==> src/rtl/sacfd_pkg.sv <==
// sacfd_pkg: shared types and constants of the sum/add check frame deframer.
// No dependencies; used by the interfaces and every module of the block.
`timescale 1ns / 1ps
`default_nettype none

package sacfd_pkg;

	localparam int BYTE_W    = 8;
	localparam int KIND_W    = 2;
	localparam int CFG_IDX_W = 2;

	// result kinds
	localparam logic [KIND_W-1:0] KIND_PAYLOAD = 2'd0;
	localparam logic [KIND_W-1:0] KIND_GOOD    = 2'd1;
	localparam logic [KIND_W-1:0] KIND_BAD     = 2'd2;

	// configuration register indexes
	localparam logic [CFG_IDX_W-1:0] REG_HEADER_VALUE   = 2'd0;
	localparam logic [CFG_IDX_W-1:0] REG_ACCEPT_ADDRESS = 2'd1;

	localparam logic [BYTE_W-1:0] HEADER_RESET  = 8'hAA;
	localparam logic [BYTE_W-1:0] ADDRESS_RESET = 8'h00;

	typedef struct packed {
		logic [KIND_W-1:0] kind;
		logic [BYTE_W-1:0] data_byte;
		logic [BYTE_W-1:0] frame_id;
		logic [BYTE_W-1:0] byte_index;
		logic [BYTE_W-1:0] frame_length;
	} result_t;

	typedef struct packed {
		logic [BYTE_W-1:0] header_value;
		logic [BYTE_W-1:0] accept_address;
	} cfg_regs_t;

endpackage

`default_nettype wire

==> src/rtl/sacfd_ifs.sv <==
// sacfd_ifs: valid/ready channel interfaces of the deframer (byte in, result out,
// configuration write). Depends on sacfd_pkg for widths.
`timescale 1ns / 1ps
`default_nettype none

interface sacfd_byte_if;
	logic                          valid;
	logic                          ready;
	logic [sacfd_pkg::BYTE_W-1:0]  rx_byte;
	modport source (output valid, output rx_byte, input ready);
	modport sink   (input valid, input rx_byte, output ready);
endinterface

interface sacfd_result_if;
	logic                          valid;
	logic                          ready;
	logic [sacfd_pkg::KIND_W-1:0]  kind;
	logic [sacfd_pkg::BYTE_W-1:0]  data_byte;
	logic [sacfd_pkg::BYTE_W-1:0]  frame_id;
	logic [sacfd_pkg::BYTE_W-1:0]  byte_index;
	logic [sacfd_pkg::BYTE_W-1:0]  frame_length;
	modport source (output valid, output kind, output data_byte, output frame_id,
		output byte_index, output frame_length, input ready);
	modport sink   (input valid, input kind, input data_byte, input frame_id,
		input byte_index, input frame_length, output ready);
endinterface

interface sacfd_cfg_if;
	logic                            valid;
	logic                            ready;
	logic [sacfd_pkg::CFG_IDX_W-1:0] index;
	logic [sacfd_pkg::BYTE_W-1:0]    data;
	modport source (output valid, output index, output data, input ready);
	modport sink   (input valid, input index, input data, output ready);
endinterface

`default_nettype wire

==> src/rtl/sum_add_check_frame_deframer.sv <==
// Sum/add check frame deframer, top level.
// Byte in on rx (valid/ready, rx_byte); results out on res; register writes on cfg.
// Frames: header, address, id, length L, L payload bytes, sum check, add check.
// Non-header bytes are dropped while hunting. For a frame whose address matches
// accept_address, each payload byte comes out as kind payload with its index,
// and the add check byte gives one good or bad result. Other frames yield nothing.
// Throughput: one byte per cycle while rx.ready is high. The result (if any) of an
// accepted byte is written into the result buffer at the edge that accepts it.
// A two-entry result buffer sits before res: rx.ready drops only when both
// entries hold results the consumer has not taken, so a stalled receiver
// backs up rx after two results. Reset (arst_n low) clears the parser to
// hunting, empties the buffer, and loads header_value 0xAA, accept_address 0.
// cfg: index 0 header_value, 1 accept_address, other indexes ignored;
// cfg.ready is always high, writes are meant for idle time only.
`timescale 1ns / 1ps
`default_nettype none

module sum_add_check_frame_deframer (
	input  wire logic       clk,
	input  wire logic       arst_n,
	sacfd_byte_if.sink      rx,
	sacfd_result_if.source  res,
	sacfd_cfg_if.sink       cfg
);

	sacfd_pkg::cfg_regs_t regs_q;
	sacfd_pkg::result_t   core_res;
	sacfd_pkg::result_t   buf_res;
	logic                 core_valid;
	logic                 take;
	logic                 not_full;

	assign cfg.ready = 1'b1;
	assign rx.ready  = not_full;
	assign take      = rx.valid && not_full;

	always_ff @(posedge clk or negedge arst_n) begin
		if (!arst_n) begin
			regs_q.header_value   <= sacfd_pkg::HEADER_RESET;
			regs_q.accept_address <= sacfd_pkg::ADDRESS_RESET;
		end else if (cfg.valid) begin
			case (cfg.index)
				sacfd_pkg::REG_HEADER_VALUE:   regs_q.header_value   <= cfg.data;
				sacfd_pkg::REG_ACCEPT_ADDRESS: regs_q.accept_address <= cfg.data;
				default:                       regs_q                <= regs_q;
			endcase
		end
	end

	sacfd_core u_core (
		.clk       (clk),
		.arst_n    (arst_n),
		.take      (take),
		.rx_byte   (rx.rx_byte),
		.regs      (regs_q),
		.res_valid (core_valid),
		.res       (core_res)
	);

	sacfd_outbuf u_outbuf (
		.clk      (clk),
		.arst_n   (arst_n),
		.wr_en    (take && core_valid),
		.wr_data  (core_res),
		.not_full (not_full),
		.rd_valid (res.valid),
		.rd_ready (res.ready),
		.rd_data  (buf_res)
	);

	assign res.kind         = buf_res.kind;
	assign res.data_byte    = buf_res.data_byte;
	assign res.frame_id     = buf_res.frame_id;
	assign res.byte_index   = buf_res.byte_index;
	assign res.frame_length = buf_res.frame_length;

endmodule

`default_nettype wire

==> src/rtl/sacfd_core.sv <==
// sacfd_core: frame parser state machine with running sum/add checks.
// Takes one byte per accepted request; depends on sacfd_pkg.
`timescale 1ns / 1ps
`default_nettype none

module sacfd_core (
	input  wire logic                         clk,
	input  wire logic                         arst_n,
	input  wire logic                         take,
	input  wire logic [sacfd_pkg::BYTE_W-1:0] rx_byte,
	input  wire sacfd_pkg::cfg_regs_t         regs,
	output logic                              res_valid,
	output sacfd_pkg::result_t                res
);

	localparam logic [2:0] PH_HUNT = 3'd0;
	localparam logic [2:0] PH_ADDR = 3'd1;
	localparam logic [2:0] PH_ID   = 3'd2;
	localparam logic [2:0] PH_LEN  = 3'd3;
	localparam logic [2:0] PH_DATA = 3'd4;
	localparam logic [2:0] PH_SUM  = 3'd5;
	localparam logic [2:0] PH_ADD  = 3'd6;

	logic [2:0]                   phase_q, phase_d;
	logic [sacfd_pkg::BYTE_W-1:0] addr_q, addr_d;
	logic [sacfd_pkg::BYTE_W-1:0] ident_q, ident_d;
	logic [sacfd_pkg::BYTE_W-1:0] len_q, len_d;
	logic [sacfd_pkg::BYTE_W-1:0] count_q, count_d;
	logic [sacfd_pkg::BYTE_W-1:0] sum_q, sum_d;
	logic [sacfd_pkg::BYTE_W-1:0] add_q, add_d;
	logic                         match_q, match_d;
	logic [sacfd_pkg::BYTE_W-1:0] sum_next;
	logic [sacfd_pkg::BYTE_W-1:0] count_inc;
	logic                         ours;

	assign sum_next  = sum_q + rx_byte;
	assign count_inc = count_q + 8'd1;
	assign ours      = (addr_q == regs.accept_address);

	always_comb begin
		phase_d   = phase_q;
		addr_d    = addr_q;
		ident_d   = ident_q;
		len_d     = len_q;
		count_d   = count_q;
		sum_d     = sum_q;
		add_d     = add_q;
		match_d   = match_q;
		res_valid = 1'b0;
		res       = '{kind: sacfd_pkg::KIND_PAYLOAD, data_byte: rx_byte, frame_id: ident_q,
			byte_index: count_q, frame_length: len_q};
		case (phase_q)
			PH_ADDR: begin
				addr_d  = rx_byte;
				sum_d   = sum_next;
				add_d   = add_q + sum_next;
				phase_d = PH_ID;
			end
			PH_ID: begin
				ident_d = rx_byte;
				sum_d   = sum_next;
				add_d   = add_q + sum_next;
				phase_d = PH_LEN;
			end
			PH_LEN: begin
				len_d   = rx_byte;
				count_d = '0;
				sum_d   = sum_next;
				add_d   = add_q + sum_next;
				phase_d = (rx_byte == '0) ? PH_SUM : PH_DATA;
			end
			PH_DATA: begin
				sum_d     = sum_next;
				add_d     = add_q + sum_next;
				res_valid = ours;
				count_d   = count_inc;
				if (count_inc == len_q) begin
					phase_d = PH_SUM;
				end
			end
			PH_SUM: begin
				match_d = (rx_byte == sum_q);
				phase_d = PH_ADD;
			end
			PH_ADD: begin
				res_valid      = ours;
				res.kind       = (match_q && (rx_byte == add_q)) ?
					sacfd_pkg::KIND_GOOD : sacfd_pkg::KIND_BAD;
				res.data_byte  = '0;
				res.byte_index = '0;
				phase_d        = PH_HUNT;
			end
			default: begin
				// hunting; unused code falls here too
				phase_d = PH_HUNT;
				if (rx_byte == regs.header_value) begin
					sum_d   = rx_byte;
					add_d   = rx_byte;
					phase_d = PH_ADDR;
				end
			end
		endcase
	end

	always_ff @(posedge clk or negedge arst_n) begin
		if (!arst_n) begin
			phase_q <= PH_HUNT;
			addr_q  <= '0;
			ident_q <= '0;
			len_q   <= '0;
			count_q <= '0;
			sum_q   <= '0;
			add_q   <= '0;
			match_q <= 1'b0;
		end else if (take) begin
			phase_q <= phase_d;
			addr_q  <= addr_d;
			ident_q <= ident_d;
			len_q   <= len_d;
			count_q <= count_d;
			sum_q   <= sum_d;
			add_q   <= add_d;
			match_q <= match_d;
		end
	end

endmodule

`default_nettype wire

==> src/rtl/sacfd_outbuf.sv <==
// sacfd_outbuf: two-entry result buffer between the parser and the consumer.
// Keeps the byte side moving while one result waits; depends on sacfd_pkg.
`timescale 1ns / 1ps
`default_nettype none

module sacfd_outbuf (
	input  wire logic               clk,
	input  wire logic               arst_n,
	input  wire logic               wr_en,
	input  wire sacfd_pkg::result_t wr_data,
	output logic                    not_full,
	output logic                    rd_valid,
	input  wire logic               rd_ready,
	output sacfd_pkg::result_t      rd_data
);

	sacfd_pkg::result_t entry_q [2];
	logic               wr_ptr_q;
	logic               rd_ptr_q;
	logic [1:0]         count_q;
	logic               rd_en;

	assign not_full = (count_q != 2'd2);
	assign rd_valid = (count_q != 2'd0);
	assign rd_en    = rd_valid && rd_ready;
	assign rd_data  = entry_q[rd_ptr_q];

	always_ff @(posedge clk) begin
		if (wr_en) begin
			entry_q[wr_ptr_q] <= wr_data;
		end
	end

	always_ff @(posedge clk or negedge arst_n) begin
		if (!arst_n) begin
			wr_ptr_q <= 1'b0;
			rd_ptr_q <= 1'b0;
			count_q  <= 2'd0;
		end else begin
			if (wr_en) begin
				wr_ptr_q <= ~wr_ptr_q;
			end
			if (rd_en) begin
				rd_ptr_q <= ~rd_ptr_q;
			end
			case ({wr_en, rd_en})
				2'b10:   count_q <= count_q + 2'd1;
				2'b01:   count_q <= count_q - 2'd1;
				default: count_q <= count_q;
			endcase
		end
	end

endmodule

`default_nettype wire

==> src/flat_wrapper.sv <==
// flat-port wrapper written by rule: the top's interface ports become plain ports
module sum_add_check_frame_deframer_flat 
  (clk, arst_n, rx_valid, rx_rx_byte, rx_ready, res_valid, res_kind, res_data_byte, res_frame_id, res_byte_index, res_frame_length, res_ready, cfg_valid, cfg_index, cfg_data, cfg_ready);
  sacfd_byte_if rx_i ();
  sacfd_result_if res_i ();
  sacfd_cfg_if cfg_i ();
  input  wire logic clk;
  input  wire logic arst_n;
  input wire logic [$bits(rx_i.valid)-1:0] rx_valid;
  input wire logic [$bits(rx_i.rx_byte)-1:0] rx_rx_byte;
  output wire logic [$bits(rx_i.ready)-1:0] rx_ready;
  output wire logic [$bits(res_i.valid)-1:0] res_valid;
  output wire logic [$bits(res_i.kind)-1:0] res_kind;
  output wire logic [$bits(res_i.data_byte)-1:0] res_data_byte;
  output wire logic [$bits(res_i.frame_id)-1:0] res_frame_id;
  output wire logic [$bits(res_i.byte_index)-1:0] res_byte_index;
  output wire logic [$bits(res_i.frame_length)-1:0] res_frame_length;
  input wire logic [$bits(res_i.ready)-1:0] res_ready;
  input wire logic [$bits(cfg_i.valid)-1:0] cfg_valid;
  input wire logic [$bits(cfg_i.index)-1:0] cfg_index;
  input wire logic [$bits(cfg_i.data)-1:0] cfg_data;
  output wire logic [$bits(cfg_i.ready)-1:0] cfg_ready;
  assign rx_i.valid = rx_valid;
  assign rx_i.rx_byte = rx_rx_byte;
  assign rx_ready = rx_i.ready;
  assign res_valid = res_i.valid;
  assign res_kind = res_i.kind;
  assign res_data_byte = res_i.data_byte;
  assign res_frame_id = res_i.frame_id;
  assign res_byte_index = res_i.byte_index;
  assign res_frame_length = res_i.frame_length;
  assign res_i.ready = res_ready;
  assign cfg_i.valid = cfg_valid;
  assign cfg_i.index = cfg_index;
  assign cfg_i.data = cfg_data;
  assign cfg_ready = cfg_i.ready;
  sum_add_check_frame_deframer u_core (.clk(clk), .arst_n(arst_n), .rx(rx_i), .res(res_i), .cfg(cfg_i));
endmodule
==> config.mk <==
export PLATFORM = sky130hd
export DESIGN_NAME = sum_add_check_frame_deframer_flat
export DESIGN_NICKNAME = d
export VERILOG_FILES = /design/src/rtl/sacfd_pkg.sv /design/src/rtl/sacfd_ifs.sv /design/src/rtl/sum_add_check_frame_deframer.sv /design/src/rtl/sacfd_core.sv /design/src/rtl/sacfd_outbuf.sv /design/src/flat_wrapper.sv
export SDC_FILE = /design/constraint.sdc
export NUM_CORES = 1
export LEC_CHECK = 0
export CAP_MARGIN = 30
export CELL_PAD_IN_SITES_DETAIL_PLACEMENT = 1
export CELL_PAD_IN_SITES_GLOBAL_PLACEMENT = 1
export CORE_ASPECT_RATIO = 1.25
export CORE_MARGIN = 2
export CORE_UTILIZATION = 25
export DETAILED_ROUTE_END_ITERATION = 12
export DONT_BUFFER_PORTS = 1
export HOLD_SLACK_MARGIN = 0.02
export PLACE_DENSITY_LB_ADDON = 0.1
export SETUP_SLACK_MARGIN = 0.05
export SYNTH_ARGS = -nofsm -noshare
export SYNTH_HDL_FRONTEND = slang
export SYNTH_SLANG_ARGS = --single-unit
==> constraint.sdc <==
create_clock -name clk -period 3.5 [get_ports clk]
set_input_delay 0.7 -clock clk [delete_from_list [all_inputs] [get_ports clk]]
set_output_delay 0.7 -clock clk [all_outputs]
set_load 0.005 [all_outputs]
Word level (Yosys, flattened, before mapping). Memories as Yosys holds them, arrays and structs flattened. Cells that the tools add are included.

Memory bits (writable): 68. Memories kept: 1. Register bits: 72. Bits of input ports: 23. Word-level logic and storage cells: 75.

Memories: u_core.u_outbuf.entry_q (depth 2, bits a word 34, rd ports 1, clocked after memory_dff 0, write ports 1, RTL line sacfd_outbuf.sv:17) `sacfd_pkg::result_t entry_q [2];`.

Bitwise logic cells: 3. Muxes and demuxes: 15. $add $sub $neg: 5. Reduce and logical (&&, ||, !) cells: 22. Equality and inequality tests: 16.

Operator list (count): case mux 8 bit (2 select lines) (3); == test 8 bit (5); case mux 3 bit (6 select lines) (1); adder 8 bit (2); 2-to-1 mux 8 bit (2); AND reduction 2 bit (8); 2-to-1 mux 10 bit (1); == test 3 bit (second input constant) (3); adder 8 x 1 -> 8 bit (second input constant) (1); logical NOT 8 bit (1); nonzero test 2 bit (4); == test 3 x 2 -> 1 bit (second input constant) (2); 2-to-1 mux 1 bit (5); == test 2 x 1 -> 1 bit (second input constant) (2); logical AND 1 bit (4); != test 2 bit (second input constant) (2); case mux 2 bit (2 select lines) (1); OR reduction 2 bit (2); OR reduction 4 bit (1); == test 3 x 1 -> 1 bit (second input constant) (1); 2-to-1 mux 3 bit (1); inverter 1 bit (3); AND reduction 3 bit (1); adder 2 x 1 -> 2 bit (second input constant) (1); other kinds (4) (4).

Depth between registers and ports, before layout. Gate-level depths: netlist of run 1.

Depth after elaboration: 6. Mapped depth: 13.

By module. Synthesis of run 1 repeated with hierarchy kept, for this count alone.

Cell total of the unflattened synthesis: 549. Area total of the unflattened synthesis: 6907.9 um2.

Modules (own cells, without submodules): sacfd_core (sequential area each 1301.2 um2, cells each 388, area an instance 3593.4 um2, instances 1); sacfd_outbuf (sequential area each 2142.1 um2, cells each 123, area an instance 2675.1 um2, instances 1); sum_add_check_frame_deframer (sequential area each 405.4 um2, cells each 38, area an instance 639.4 um2, instances 1).

Worst setup path before layout of run 1. Ideal clock, no wire load.

Path type: in2reg. Start point: input port rx_valid. End point: memory u_core.u_outbuf.entry_q[0][0] in the netlist's numbering, enable pin. Stages: 6. Slack: 73 ps. Data required time: 3075 ps. Arrival time: 3002 ps. Setup time: 425 ps. Path through: and2_1 -> buf_6 -> nand4_1 -> or4_1 -> buf_2 -> nor2_1.

Word-level cells in the longest chain between the ends: 4.

RTL lines: from (decl) (RTL line flat_wrapper.sv:9) `input wire logic [$bits(rx_i.valid)-1:0] rx_valid;`; logical AND 1 bit (RTL line sum_add_check_frame_deframer.sv:35) `assign take = rx.valid && not_full;`; logical AND 1 bit (RTL line sum_add_check_frame_deframer.sv:63) `.wr_en (take && core_valid),`; 2-to-1 mux 1 bit (RTL line sacfd_outbuf.sv:29) `if (wr_en) begin`; 2-to-1 mux 1 bit (implied by the code) (RTL line sacfd_outbuf.sv:30) `entry_q[wr_ptr_q] <= wr_data;`; to (decl) (RTL line sacfd_outbuf.sv:17).

Every way passes these cells.

Worst setup path in the final report of run 1.
Start point: register u_core.u_core.sum_q[0] in the netlist's numbering. End point: register u_core.u_core.add_q[7] in the netlist's numbering.

Word-level cells in the longest chain between the ends: 3.

RTL lines: from (decl) (RTL line sacfd_core.sv:29) `logic [sacfd_pkg::BYTE_W-1:0] sum_q, sum_d;`; from (signal assigned) (RTL line sacfd_core.sv:121) `sum_q <= sum_d;`; adder 8 bit (RTL line sacfd_core.sv:36) `assign sum_next = sum_q + rx_byte;`; adder 8 bit; case mux 8 bit (2 select lines) (RTL line sacfd_core.sv:52) `case (phase_q)`; to (signal assigned) (RTL line sacfd_core.sv:113) `add_q <= '0;`; to (signal assigned) (RTL line sacfd_core.sv:122) `add_q <= add_d;`; to (decl) (RTL line sacfd_core.sv:30) `logic [sacfd_pkg::BYTE_W-1:0] add_q, add_d;`.

Every way passes these cells. A chain may end at the register's enable or synchronous reset.

==> flow_summary.ini, run 1 <==
[outcome]
status = finished, final reports clean

[synth]
synth_warnings = 0
synth.top_cell.area_share_pct = 29.8
synth_edf_count = 68
synth-seq-cells = 140
ys_seq_area_share_pct = 56.2
yosysTopAreaCell = edfxtp_1
synth_cell_types = 63
syn_area_mm2 = 0.00684
synthesis.nets = 578
synth_ff_type = edfxtp_1
async_flop_share_pct = 51.4
synthTopCellsByArea = edfxtp_1, dfrtp_1, mux2_2, xnor2_1, ha_1
syn-instance-count = 536
syn_avg_cell_area_um2 = 12.8

[clock_network]
clk_path_buf_depth = 2
ctsResizeCount = 0
cts_hold_buf = 1
clock_latency_ps = 430
cts_tree = built
htreeDepth = 4
cts_setup_buffers = 0
root_buffer = clkbuf_16
cts_sinks = 140
clk_transition_reported_paths_ps = 70
cts_buffers = 17

[global_routing]
grt_pass1_wl_um = 27800
grt_overflow = 0
grt_pass1_vias = 4576
antenna_found_initial = 0
grt_max_degree = 69
grt_usage_pct = 12.8

[routing]
ant_nets = 0
drc_errors = 0
wl_per_cell_um = 19.8
wl_um = 17600
detail_route.iter0.violations = 166
dr.pass1.iters = 4
vias = 4125
viasPerCell = 4.63

[flow_run]
cap_violations = 0

[sta]
layout_min_cycle_time_ps = 3200
skew_ps = 14.0
finalSetupViolations = 0
max-slew-margin-rel_pct = 49.6
worst_slew_pin_slew_ps = 753
fmax_mhz = 312
timing.final.crit_share_pct = 91.5
rsz0062_at_grt = false
slew_viol_final = 0
hold_viol = 0

[critical_path]
worstPathRequired_ps = 3800
cpMaxStageDelayCell = a2111oi_2
slowest_delay_ps = 460
crit_chain = ha_1 -> fa_1 -> a21o_1 -> a21oi_1 -> xnor2_1 -> ha_1 -> o21a_1 -> a2111oi_2 -> nor4_1 -> nor4b_1 -> a211oi_2
cp_max_fo = 3
cp.arrival_ps = 3500
crit_top_cell = ha_1
crit_buf_inv = 0
critPathKind = reg -> reg
critPathTopFamily = compound AO/OA/AOI/OAI gates
cp-end-kind = flop
start_kind = flop

[cells_and_area]
nets = 574
fin_cells = 890
final_util_pct = 28.9
synthToLayoutAreaGrowth_pct = 13.7
finalInstanceArea_mm2 = 0.00778
num_antenna_cells = 0
drive_gt1_share_pct = 24.8

[power_and_ir_drop]
p_per_area_mw_per_mm2 = 922
power_mw = 7.17
leakage_nw = 2.84
vdd_drop_max_mv = 0.388

[place]
place_area_mm2 = 0.00718
port_buffers = 0
dp.cells = 857
post-dp-hpwl_um = 11400
gp_congestion = 0.771

[die]
row_count = 67
die_w_um = 152
die-area_mm2 = 0.0287
die_y_um = 189
core-area_mm2 = 0.0269
ios = 60
start_util_pct = 25.4

[worst_hold_path]
hp-class = in -> async
stage by stage:
stage          hold WS, ps  TNS (ps)  worst slack, ps
2_1_floorplan          404         0             73.3
5_1_grt               85.5         0             53.2
3_3_place_gp           408         0             43.5
4_1_cts               87.6         0              275
3_5_place_dp           408     -34.3            -34.3
6_report               115         0              299
final timing paths:
kind	cells after the start	slack [ps]	start	endpoint
worst max register to register	11	300	u_core.u_core.sum_q[0]	u_core.u_core.add_q[7]
worst max-delay path	11	300	u_core.u_core.sum_q[0]	u_core.u_core.add_q[7]
worst min register to register	1	470	u_core.u_outbuf.rd_ptr_q	u_core.u_outbuf.rd_ptr_q
min in group clk	1	420	cfg_data[5]	u_core.regs_q[5]
max in group asynchronous	1	2980	arst_n	u_core.u_core.addr_q[7]
worst min-delay path	0	110	arst_n	u_core.regs_q[11]
logic make-up (layout without fill, tap and decap cells):
| logic type | count (synthesis) | in the layout | synth area share, % |
|---|---|---|---|
| flip-flops | 140 | 140 | 56.2 |
| AND/OR/NAND/NOR | 140 | 140 | 11.0 |
| multiplexers | 80 | 80 | 13.2 |
| AO/OA/AOI/OAI | 70 | 70 | 6.78 |
| XOR/XNOR | 49 | 49 | 6.38 |
| buffers and inverters | 37 | 46 | 2.65 |
| adder cells (fa/ha/maj) | 19 | 19 | 3.69 |
| other | 1 | 1 | 0.0548 |
per-layer routing:
metal	global-route usage, %	part of all wire, %	vias up
met5	0	0	-
met4	4.53	1.3	0
met3	2.86	3.0	13
met2	22.6	52	54
met1	15.3	44	2127
li1	-	-	1931
sequential cells by signal, indices dropped and copies added (netlist names):
name and cells:
u_core.u_core.ident_q 8, u_core.u_core.sum_q 8, u_core.u_outbuf.wr_ptr_q 1, u_core.u_core.addr_q 8, u_core.u_core.match_q 1, u_core.u_core.add_q 8, u_core.u_core.len_q 8, u_core.u_outbuf.count_q 2
u_core.u_outbuf.rd_ptr_q 1, u_core.u_core.phase_q 3, u_core.u_outbuf.entry_q 68, u_core.regs_q 16, u_core.u_core.count_q 8
worst reg2reg max path: stages, from the launching register on:
cell and delay (ps):
dfrtp_1 400, ha_1 220, fa_1 430, a21o_1 170
a21oi_1 240, xnor2_1 190, ha_1 290, o21a_1 140
a2111oi_2 470, nor4_1 100, nor4b_1 370, a211oi_2 80
where the power goes:
part | switching (mW) | internal [mW]
Clock | 0.736 | 1.04
Combinational | 1.53 | 1.36
Sequential | 0.367 | 2.14
Yosys cell counts (4+ instances only):
cell,instances
and2_1,23
nand3_1,7
clkbuf_1,6
inv_1,7
a21oi_1,17
nand4_1,6
nor2_1,35
edfxtp_1,68
dfstp_2,4
ha_1,17
nand2_1,25
a31oi_1,11
o31ai_1,4
mux2_2,77
nor3_1,9
buf_2,18
nor4_1,8
dfrtp_1,68
xnor2_1,38
o21ai_0,16
xor2_1,10
final cells by class:
class	instances	area (µm²)
tap	345	432
fill	2888	19100
inverter	7	26.3
clock buffer	17	425
timing repair buffer	7	72.6
sequential	140	3850
multi-input combinational	359	2830
clock inverter	15	149
placed cells by master, fill, tap and decap left out, types with 3 or more instances in the layout:
cell type	count
xor2_1	10
nor3_1	9
nor4_1	8
ha_1	17
and3_1	3
mux2_2	77
a21oi_1	17
xnor2_1	38
buf_4	6
dfrtp_1	68
clkinvlp_4	6
o21a_1	3
nor2_1	33
clkbuf_16	17
nand3_1	7
o41ai_1	3
nor2b_1	3
nand4_1	6
and2_1	23
nand2_1	25
or2_2	3
dfstp_2	4
o21ai_0	16
edfxtp_1	68
nor2_4	3
o31ai_1	4
inv_1	7
a31oi_1	11
Power figures use the tool's default switching activity.
==> run 2, diff against run 1 <==
--- a/config.mk
+++ b/config.mk
@@ -5,6 +5,7 @@
 export SDC_FILE = /design/constraint.sdc
 export NUM_CORES = 1
 export LEC_CHECK = 0
+export ABC_AREA = 1
 export CAP_MARGIN = 30
 export CELL_PAD_IN_SITES_DETAIL_PLACEMENT = 1
 export CELL_PAD_IN_SITES_GLOBAL_PLACEMENT = 1
@@ -16,6 +17,7 @@
 export HOLD_SLACK_MARGIN = 0.02
 export PLACE_DENSITY_LB_ADDON = 0.1
 export SETUP_SLACK_MARGIN = 0.05
+export SLEW_MARGIN = 0
 export SYNTH_ARGS = -nofsm -noshare
 export SYNTH_HDL_FRONTEND = slang
 export SYNTH_SLANG_ARGS = --single-unit
==> flow_summary.ini, run 2 <==
[critical_path]
cp.arrival_ps = 3130
cpMaxStageDelayCell = ha_1
slowest_delay_ps = 410
start_kind = flop
crit_chain = ha_1 -> inv_1 -> o21bai_1 -> a31oi_1 -> or2_2 -> nand2_1 -> inv_1 -> ha_1 -> inv_1 -> o21ai_0 -> nand3_1 -> nand3_1 -> inv_1 -> nand3_1 -> nand3_1 -> a21oi_1
crit_buf_inv = 4
rr_worst_depth = 16
cp_max_fo = 7
critPathKind = reg -> reg
path_depth = 16
worstPathRequired_ps = 3850
cp-end-kind = flop
critPathTopFamily = adder cells

[die]
die_w_um = 152
core-area_mm2 = 0.0269
die_y_um = 189
start_util_pct = 25.4
ios = 60
row_count = 67
die-area_mm2 = 0.0287

[synth]
async_flop_share_pct = 51.4
synth_top_cells_by_count = nand2_1, inv_1, dfrtp_1, edfxtp_1, o21ai_0
ys_seq_area_share_pct = 56.3
yosysTopAreaCell = edfxtp_1
yosysMostFrequentCell = nand2_1
synth_cell_types = 41
synth.top_cell.area_share_pct = 29.8
synthTopCellsByArea = edfxtp_1, dfrtp_1, nand2_1, inv_1, ha_1
synth-seq-cells = 140
synth_warnings = 0
syn_area_mm2 = 0.00684
synth_ff_type = edfxtp_1
synth_edf_count = 68
syn-instance-count = 765
syn_avg_cell_area_um2 = 8.94
synthesis.nets = 807

[place]
port_buffers = 0
gp_congestion = 0.843
dp.cells = 1092
post-dp-hpwl_um = 14400
pre_cts_ws_ps = 440

[worst_hold_path]
hp-class = in -> async

[sta]
hold_viol = 0
worst_slack_ps = 725
finalSetupViolations = 0
layout_min_cycle_time_ps = 2780
skew_ps = 12.2
timing.final.crit_share_pct = 79.3
tns_ps = 0
max-slew-margin-rel_pct = 54.0
fmax_mhz = 360
slew_viol_final = 0
worst_slew_pin_slew_ps = 683
rsz0062_at_grt = false

[routing]
detail_route.iter0.violations = 235
wl_per_cell_um = 18.0
dr.pass1.iters = 4
viasPerCell = 4.50
wl_um = 20300
drc_errors = 0
ant_nets = 0
vias = 5065

[cells_and_area]
final_util_pct = 29.2
synthToLayoutAreaGrowth_pct = 14.7
largest_reg_flops = 68
final_common_cell = nand2_1
nets = 809
multi_input_area_mm2 = 0.00254
fin_cells = 1125
largestRegisters = u_core.u_outbuf.entry_q x68, u_core.regs_q x16
layout_common_cells = nand2_1, inv_1, dfrtp_1, edfxtp_1, o21ai_0
drive_gt1_share_pct = 7.95
num_antenna_cells = 0
fill_cells = 3143
regMostFlops = u_core.u_outbuf.entry_q
regArea_mm2 = 0.00385

[global_routing]
grt_max_degree = 69
antenna_found_initial = 0
grt_usage_pct = 14.5
grt_use_met1_pct = 17.7
grt_pass1_vias = 5421
met2_usage_pct = 26.0
top_usage_layer = met2
grt_pass1_wl_um = 31900
grt.met3_usage_pct = 2.82
grt_overflow = 0

[clock_network]
cts_sinks = 140
root_buffer = clkbuf_16
cts_buffers = 17
ctsResizeCount = 0
cts_setup_buffers = 0
cts_tree = built
clock_latency_ps = 430
clk_path_buf_depth = 2
cts_hold_buf = 1
htreeDepth = 4
clk_transition_reported_paths_ps = 70

[outcome]
status = finished, final reports clean

[power_and_ir_drop]
power_mw = 7.14
p_per_area_mw_per_mm2 = 910
leakage_nw = 3.52
vdd_drop_max_mv = 0.372

[flow_run]
cap_violations = 0
==> run 2: changes by cell type after synthesis, moves of 22 or more <==
cell,before,now
nand2_1,25,261
xnor2_1,38,16
nand3_1,7,39
o21ai_0,16,42
mux2_2,77,0
inv_1,7,79
and2_1,23,1
==> run 2: cell type report <==
class / count / share of cell area (%)
Timing Repair Buffer: 8 / 1.28
Inverter: 86 / 4.14
Multi-Input combinational cell: 514 / 32.4
Tap cell: 345 / 5.50
Clock buffer: 26 / 7.05
Sequential cell: 140 / 49.0
Clock inverter: 6 / 0.574
==> run 2: kinds of logic (layout without fill, tap and decap cells) <==
| logic type | after synthesis | after routing | share of synthesized area [%] |
|---|---|---|---|
| compound gates | 100 | 100 | 7.99 |
| simple gates | 370 | 370 | 22.2 |
| flops | 140 | 140 | 56.3 |
| other cells | 1 | 1 | 0.0548 |
| buf+inv | 111 | 126 | 6.77 |
| fa+ha+maj | 19 | 19 | 3.69 |
| xor+xnor | 24 | 24 | 3.07 |
==> run 2: report_power, final <==
part           internal, mW  leakage (nW)  switching [mW]
Sequential             2.16          1.49           0.383
Combinational         0.996          1.75            1.79
Clock                  1.09         0.285           0.723
Total                  4.25          3.52            2.89
==> run 2: worst register-to-register path, cell delays in order, from the launching register on <==
cell	delay, ps
dfrtp_1	400
ha_1	410
inv_1	70
o21bai_1	190
a31oi_1	80
or2_2	290
nand2_1	70
inv_1	50
ha_1	320
inv_1	80
o21ai_0	210
nand3_1	100
nand3_1	110
inv_1	50
nand3_1	70
nand3_1	70
a21oi_1	130
==> run 2: path summary, 6_finish.rpt <==
| check | startpoint | endpoint | slack, ps |
|---|---|---|---|
| min | arst_n | u_core.regs_q[13] | 120 |
| min in group clk | cfg_data[3] | u_core.regs_q[11] | 430 |
| max in group asynchronous | arst_n | u_core.u_core.ident_q[2] | 3030 |
| max reg2reg | u_core.u_core.sum_q[3] | u_core.u_core.add_q[7] | 720 |
| min reg2reg | u_core.u_core.ident_q[3] | u_core.u_outbuf.entry_q[1][19] | 480 |
| max | u_core.u_core.sum_q[3] | u_core.u_core.add_q[7] | 720 |
==> run 2: stage by stage <==
| stage | hold slack (ps) | area [µm²] |
|---|---|---|
| after CTS | 90.8 | 7850 |
| after global routing | 93.3 | 7850 |
| after global placement | 411 | 7200 |
| final | 118 | 7850 |
| after floorplan | 404 | 6840 |
| after detailed placement | 410 | 7220 |
==> run 2: layer usage <==
layer / vias up / routed length [µm]
li1: 2489 / -
met1: 2474 / 9090
met2: 80 / 10300
met3: 22 / 607
met4: 0 / 276
met5: - / 0
==> run 3, diff against run 2 <==
--- a/config.mk
+++ b/config.mk
@@ -5,7 +5,7 @@
 export SDC_FILE = /design/constraint.sdc
 export NUM_CORES = 1
 export LEC_CHECK = 0
-export ABC_AREA = 1
+export ABC_AREA = 0
 export CAP_MARGIN = 30
 export CELL_PAD_IN_SITES_DETAIL_PLACEMENT = 1
 export CELL_PAD_IN_SITES_GLOBAL_PLACEMENT = 1
==> constraint.sdc (replaced) <==
create_clock -name clk -period 2.26 [get_ports clk]
set_input_delay 0.452 -clock clk [delete_from_list [all_inputs] [get_ports clk]]
set_output_delay 0.452 -clock clk [all_outputs]
set_load 0.005 [all_outputs]
==> flow_summary.ini, run 3 (synthesized netlist as in run 1, its figures left out) <==
[outcome]
status = finished, violations left
violations = negative setup slack

[clock_network]
clock_latency_ps = 430
clk_path_buf_depth = 2
cts_buffers = 17
cts_tree = built
cts_sinks = 140
root_buffer = clkbuf_16
htreeDepth = 4
clk_transition_reported_paths_ps = 70

[global_routing]
grt_max_degree = 73
grt_pass1_vias = 4759
grt_overflow = 0
grt_pass1_wl_um = 28300
antenna_found_initial = 0
grt_usage_pct = 13.0

[die]
ios = 60
die_w_um = 152
start_util_pct = 25.4
die-area_mm2 = 0.0287
die_y_um = 189
core-area_mm2 = 0.0269
row_count = 67

[cells_and_area]
multi_input_area_mm2 = 0.00295
layout_common_cells = mux2_2, dfrtp_1, edfxtp_1, buf_4, xnor2_1
nets = 634
largestRegisters = u_core.u_outbuf.entry_q x68, u_core.regs_q x16
largest_reg_flops = 68
synthToLayoutAreaGrowth_pct = 23.7
regArea_mm2 = 0.00385
drive_gt1_share_pct = 35.7
fill_cells = 2841
final_common_cell = mux2_2
finalInstanceArea_mm2 = 0.00846
regMostFlops = u_core.u_outbuf.entry_q
fin_cells = 951

[sta]
max-slew-margin-rel_pct = 66.2
tns_ps = -1900
layout_min_cycle_time_ps = 2870
fmax_mhz = 348
skew_ps = 13.8
slew_viol_final = 0
whs_ps = 170
rsz0062_at_grt = true
finalSetupViolations = 5
timing.final.crit_share_pct = 127
worst_slack_ps = -610
worst_slew_pin_slew_ps = 506
hold_viol = 0

[routing]
drc_errors = 0
vias = 4337
dr.pass1.iters = 4
ant_nets = 0
wl_um = 18000
viasPerCell = 4.56
detail_route.iter0.violations = 139
wl_per_cell_um = 19.0

[critical_path]
worstPathRequired_ps = 2550
critPathKind = reg -> reg
start_kind = flop
cp-end-kind = flop
cp_max_fo = 3
cp.arrival_ps = 3160

[place]
post-dp-hpwl_um = 12300
place_area_mm2 = 0.00762
gp_congestion = 0.741
port_buffers = 0
dp.cells = 904

[power_and_ir_drop]
vdd_drop_max_mv = 0.830
leakage_nw = 3.21
p_per_area_mw_per_mm2 = 1480

[flow_run]
cap_violations = 0

[worst_hold_path]
hp-class = in -> reg
-- run 3: cell count changes in the layout (fill, tap and decap cells not counted), moves of 21 or more --
cell and change:
buf_4 +47, mux2_2 +77, nand3_1 -32, o21ai_0 -28, inv_1 -73, and2_1 +21, nand2_1 -236
-- run 3: per-stage QoR --
step                setup slack (ps)  power [mW]  util (%)
floorplan                       -553        7.55         -
global placement                -676        9.40      28.3
detailed placement              -697        9.48      28.3
CTS                             -634        12.6      30.7
global route                    -805        13.6      31.4
finish                          -610        12.5      31.5
-- run 3: final timing paths --
path                            slack [ps]  cells after the start                startpoint                        endpoint
min in group asynchronous              560                      2                    arst_n          u_core.u_core.sum_q[4]
max in group asynchronous             1330                      2                    arst_n        u_core.u_core.ident_q[5]
worst min-delay path                   170                      1               cfg_data[4]                u_core.regs_q[4]
worst max register to register        -610                     11    u_core.u_core.sum_q[0]          u_core.u_core.add_q[7]
worst max-delay path                  -610                     11    u_core.u_core.sum_q[0]          u_core.u_core.add_q[7]
worst min register to register         470                      0  u_core.u_core.ident_q[1]  u_core.u_outbuf.entry_q[0][17]
-- run 3: layout make-up --
| type | instances | area share (%) |
|---|---|---|
| clock inverter | 15 | 1.64 |
| sequential | 140 | 45.5 |
| timing repair buffer | 67 | 7.58 |
| clock buffer | 17 | 5.03 |
| tap | 345 | 5.10 |
| antenna | 1 | 0.0296 |
| multi-input combinational | 359 | 34.8 |
| inverter | 7 | 0.310 |
-- run 3: power by group --
part / total (mW) / internal [mW] / switching [mW]
clock network: 2.71 / 1.53 / 1.18
registers: 3.82 / 3.31 / 0.510
logic: 6.00 / 3.14 / 2.85
-- run 3: critical path: stages (launching register included) --
cell       delay (ps)
dfrtp_1           410
ha_4              180
fa_2              390
a21o_1            200
a21oi_2           150
xnor2_1           170
ha_1              280
o21a_1            150
a2111oi_4         350
nor4_1             80
nor4b_1           320
a211oi_2           50
-- run 3: repair_timing --
action | CTS | global route
cloned | 0 | 3
resized for setup | 10 | 14
setup buffers | 2 | 7
hold buffers | 2 | 0
endpoints found under the hold margin | 72 | 0
pin swaps | 6 | 8
endpoints found under the setup margin | 74 | 75
-- run 3: routing by layer --
metal | track usage [%] | wire length, µm
met2 | 22.7 | 9230
met3 | 3.14 | 591
met1 | 15.7 | 8000
met4 | 4.31 | 209
met5 | 0 | 0
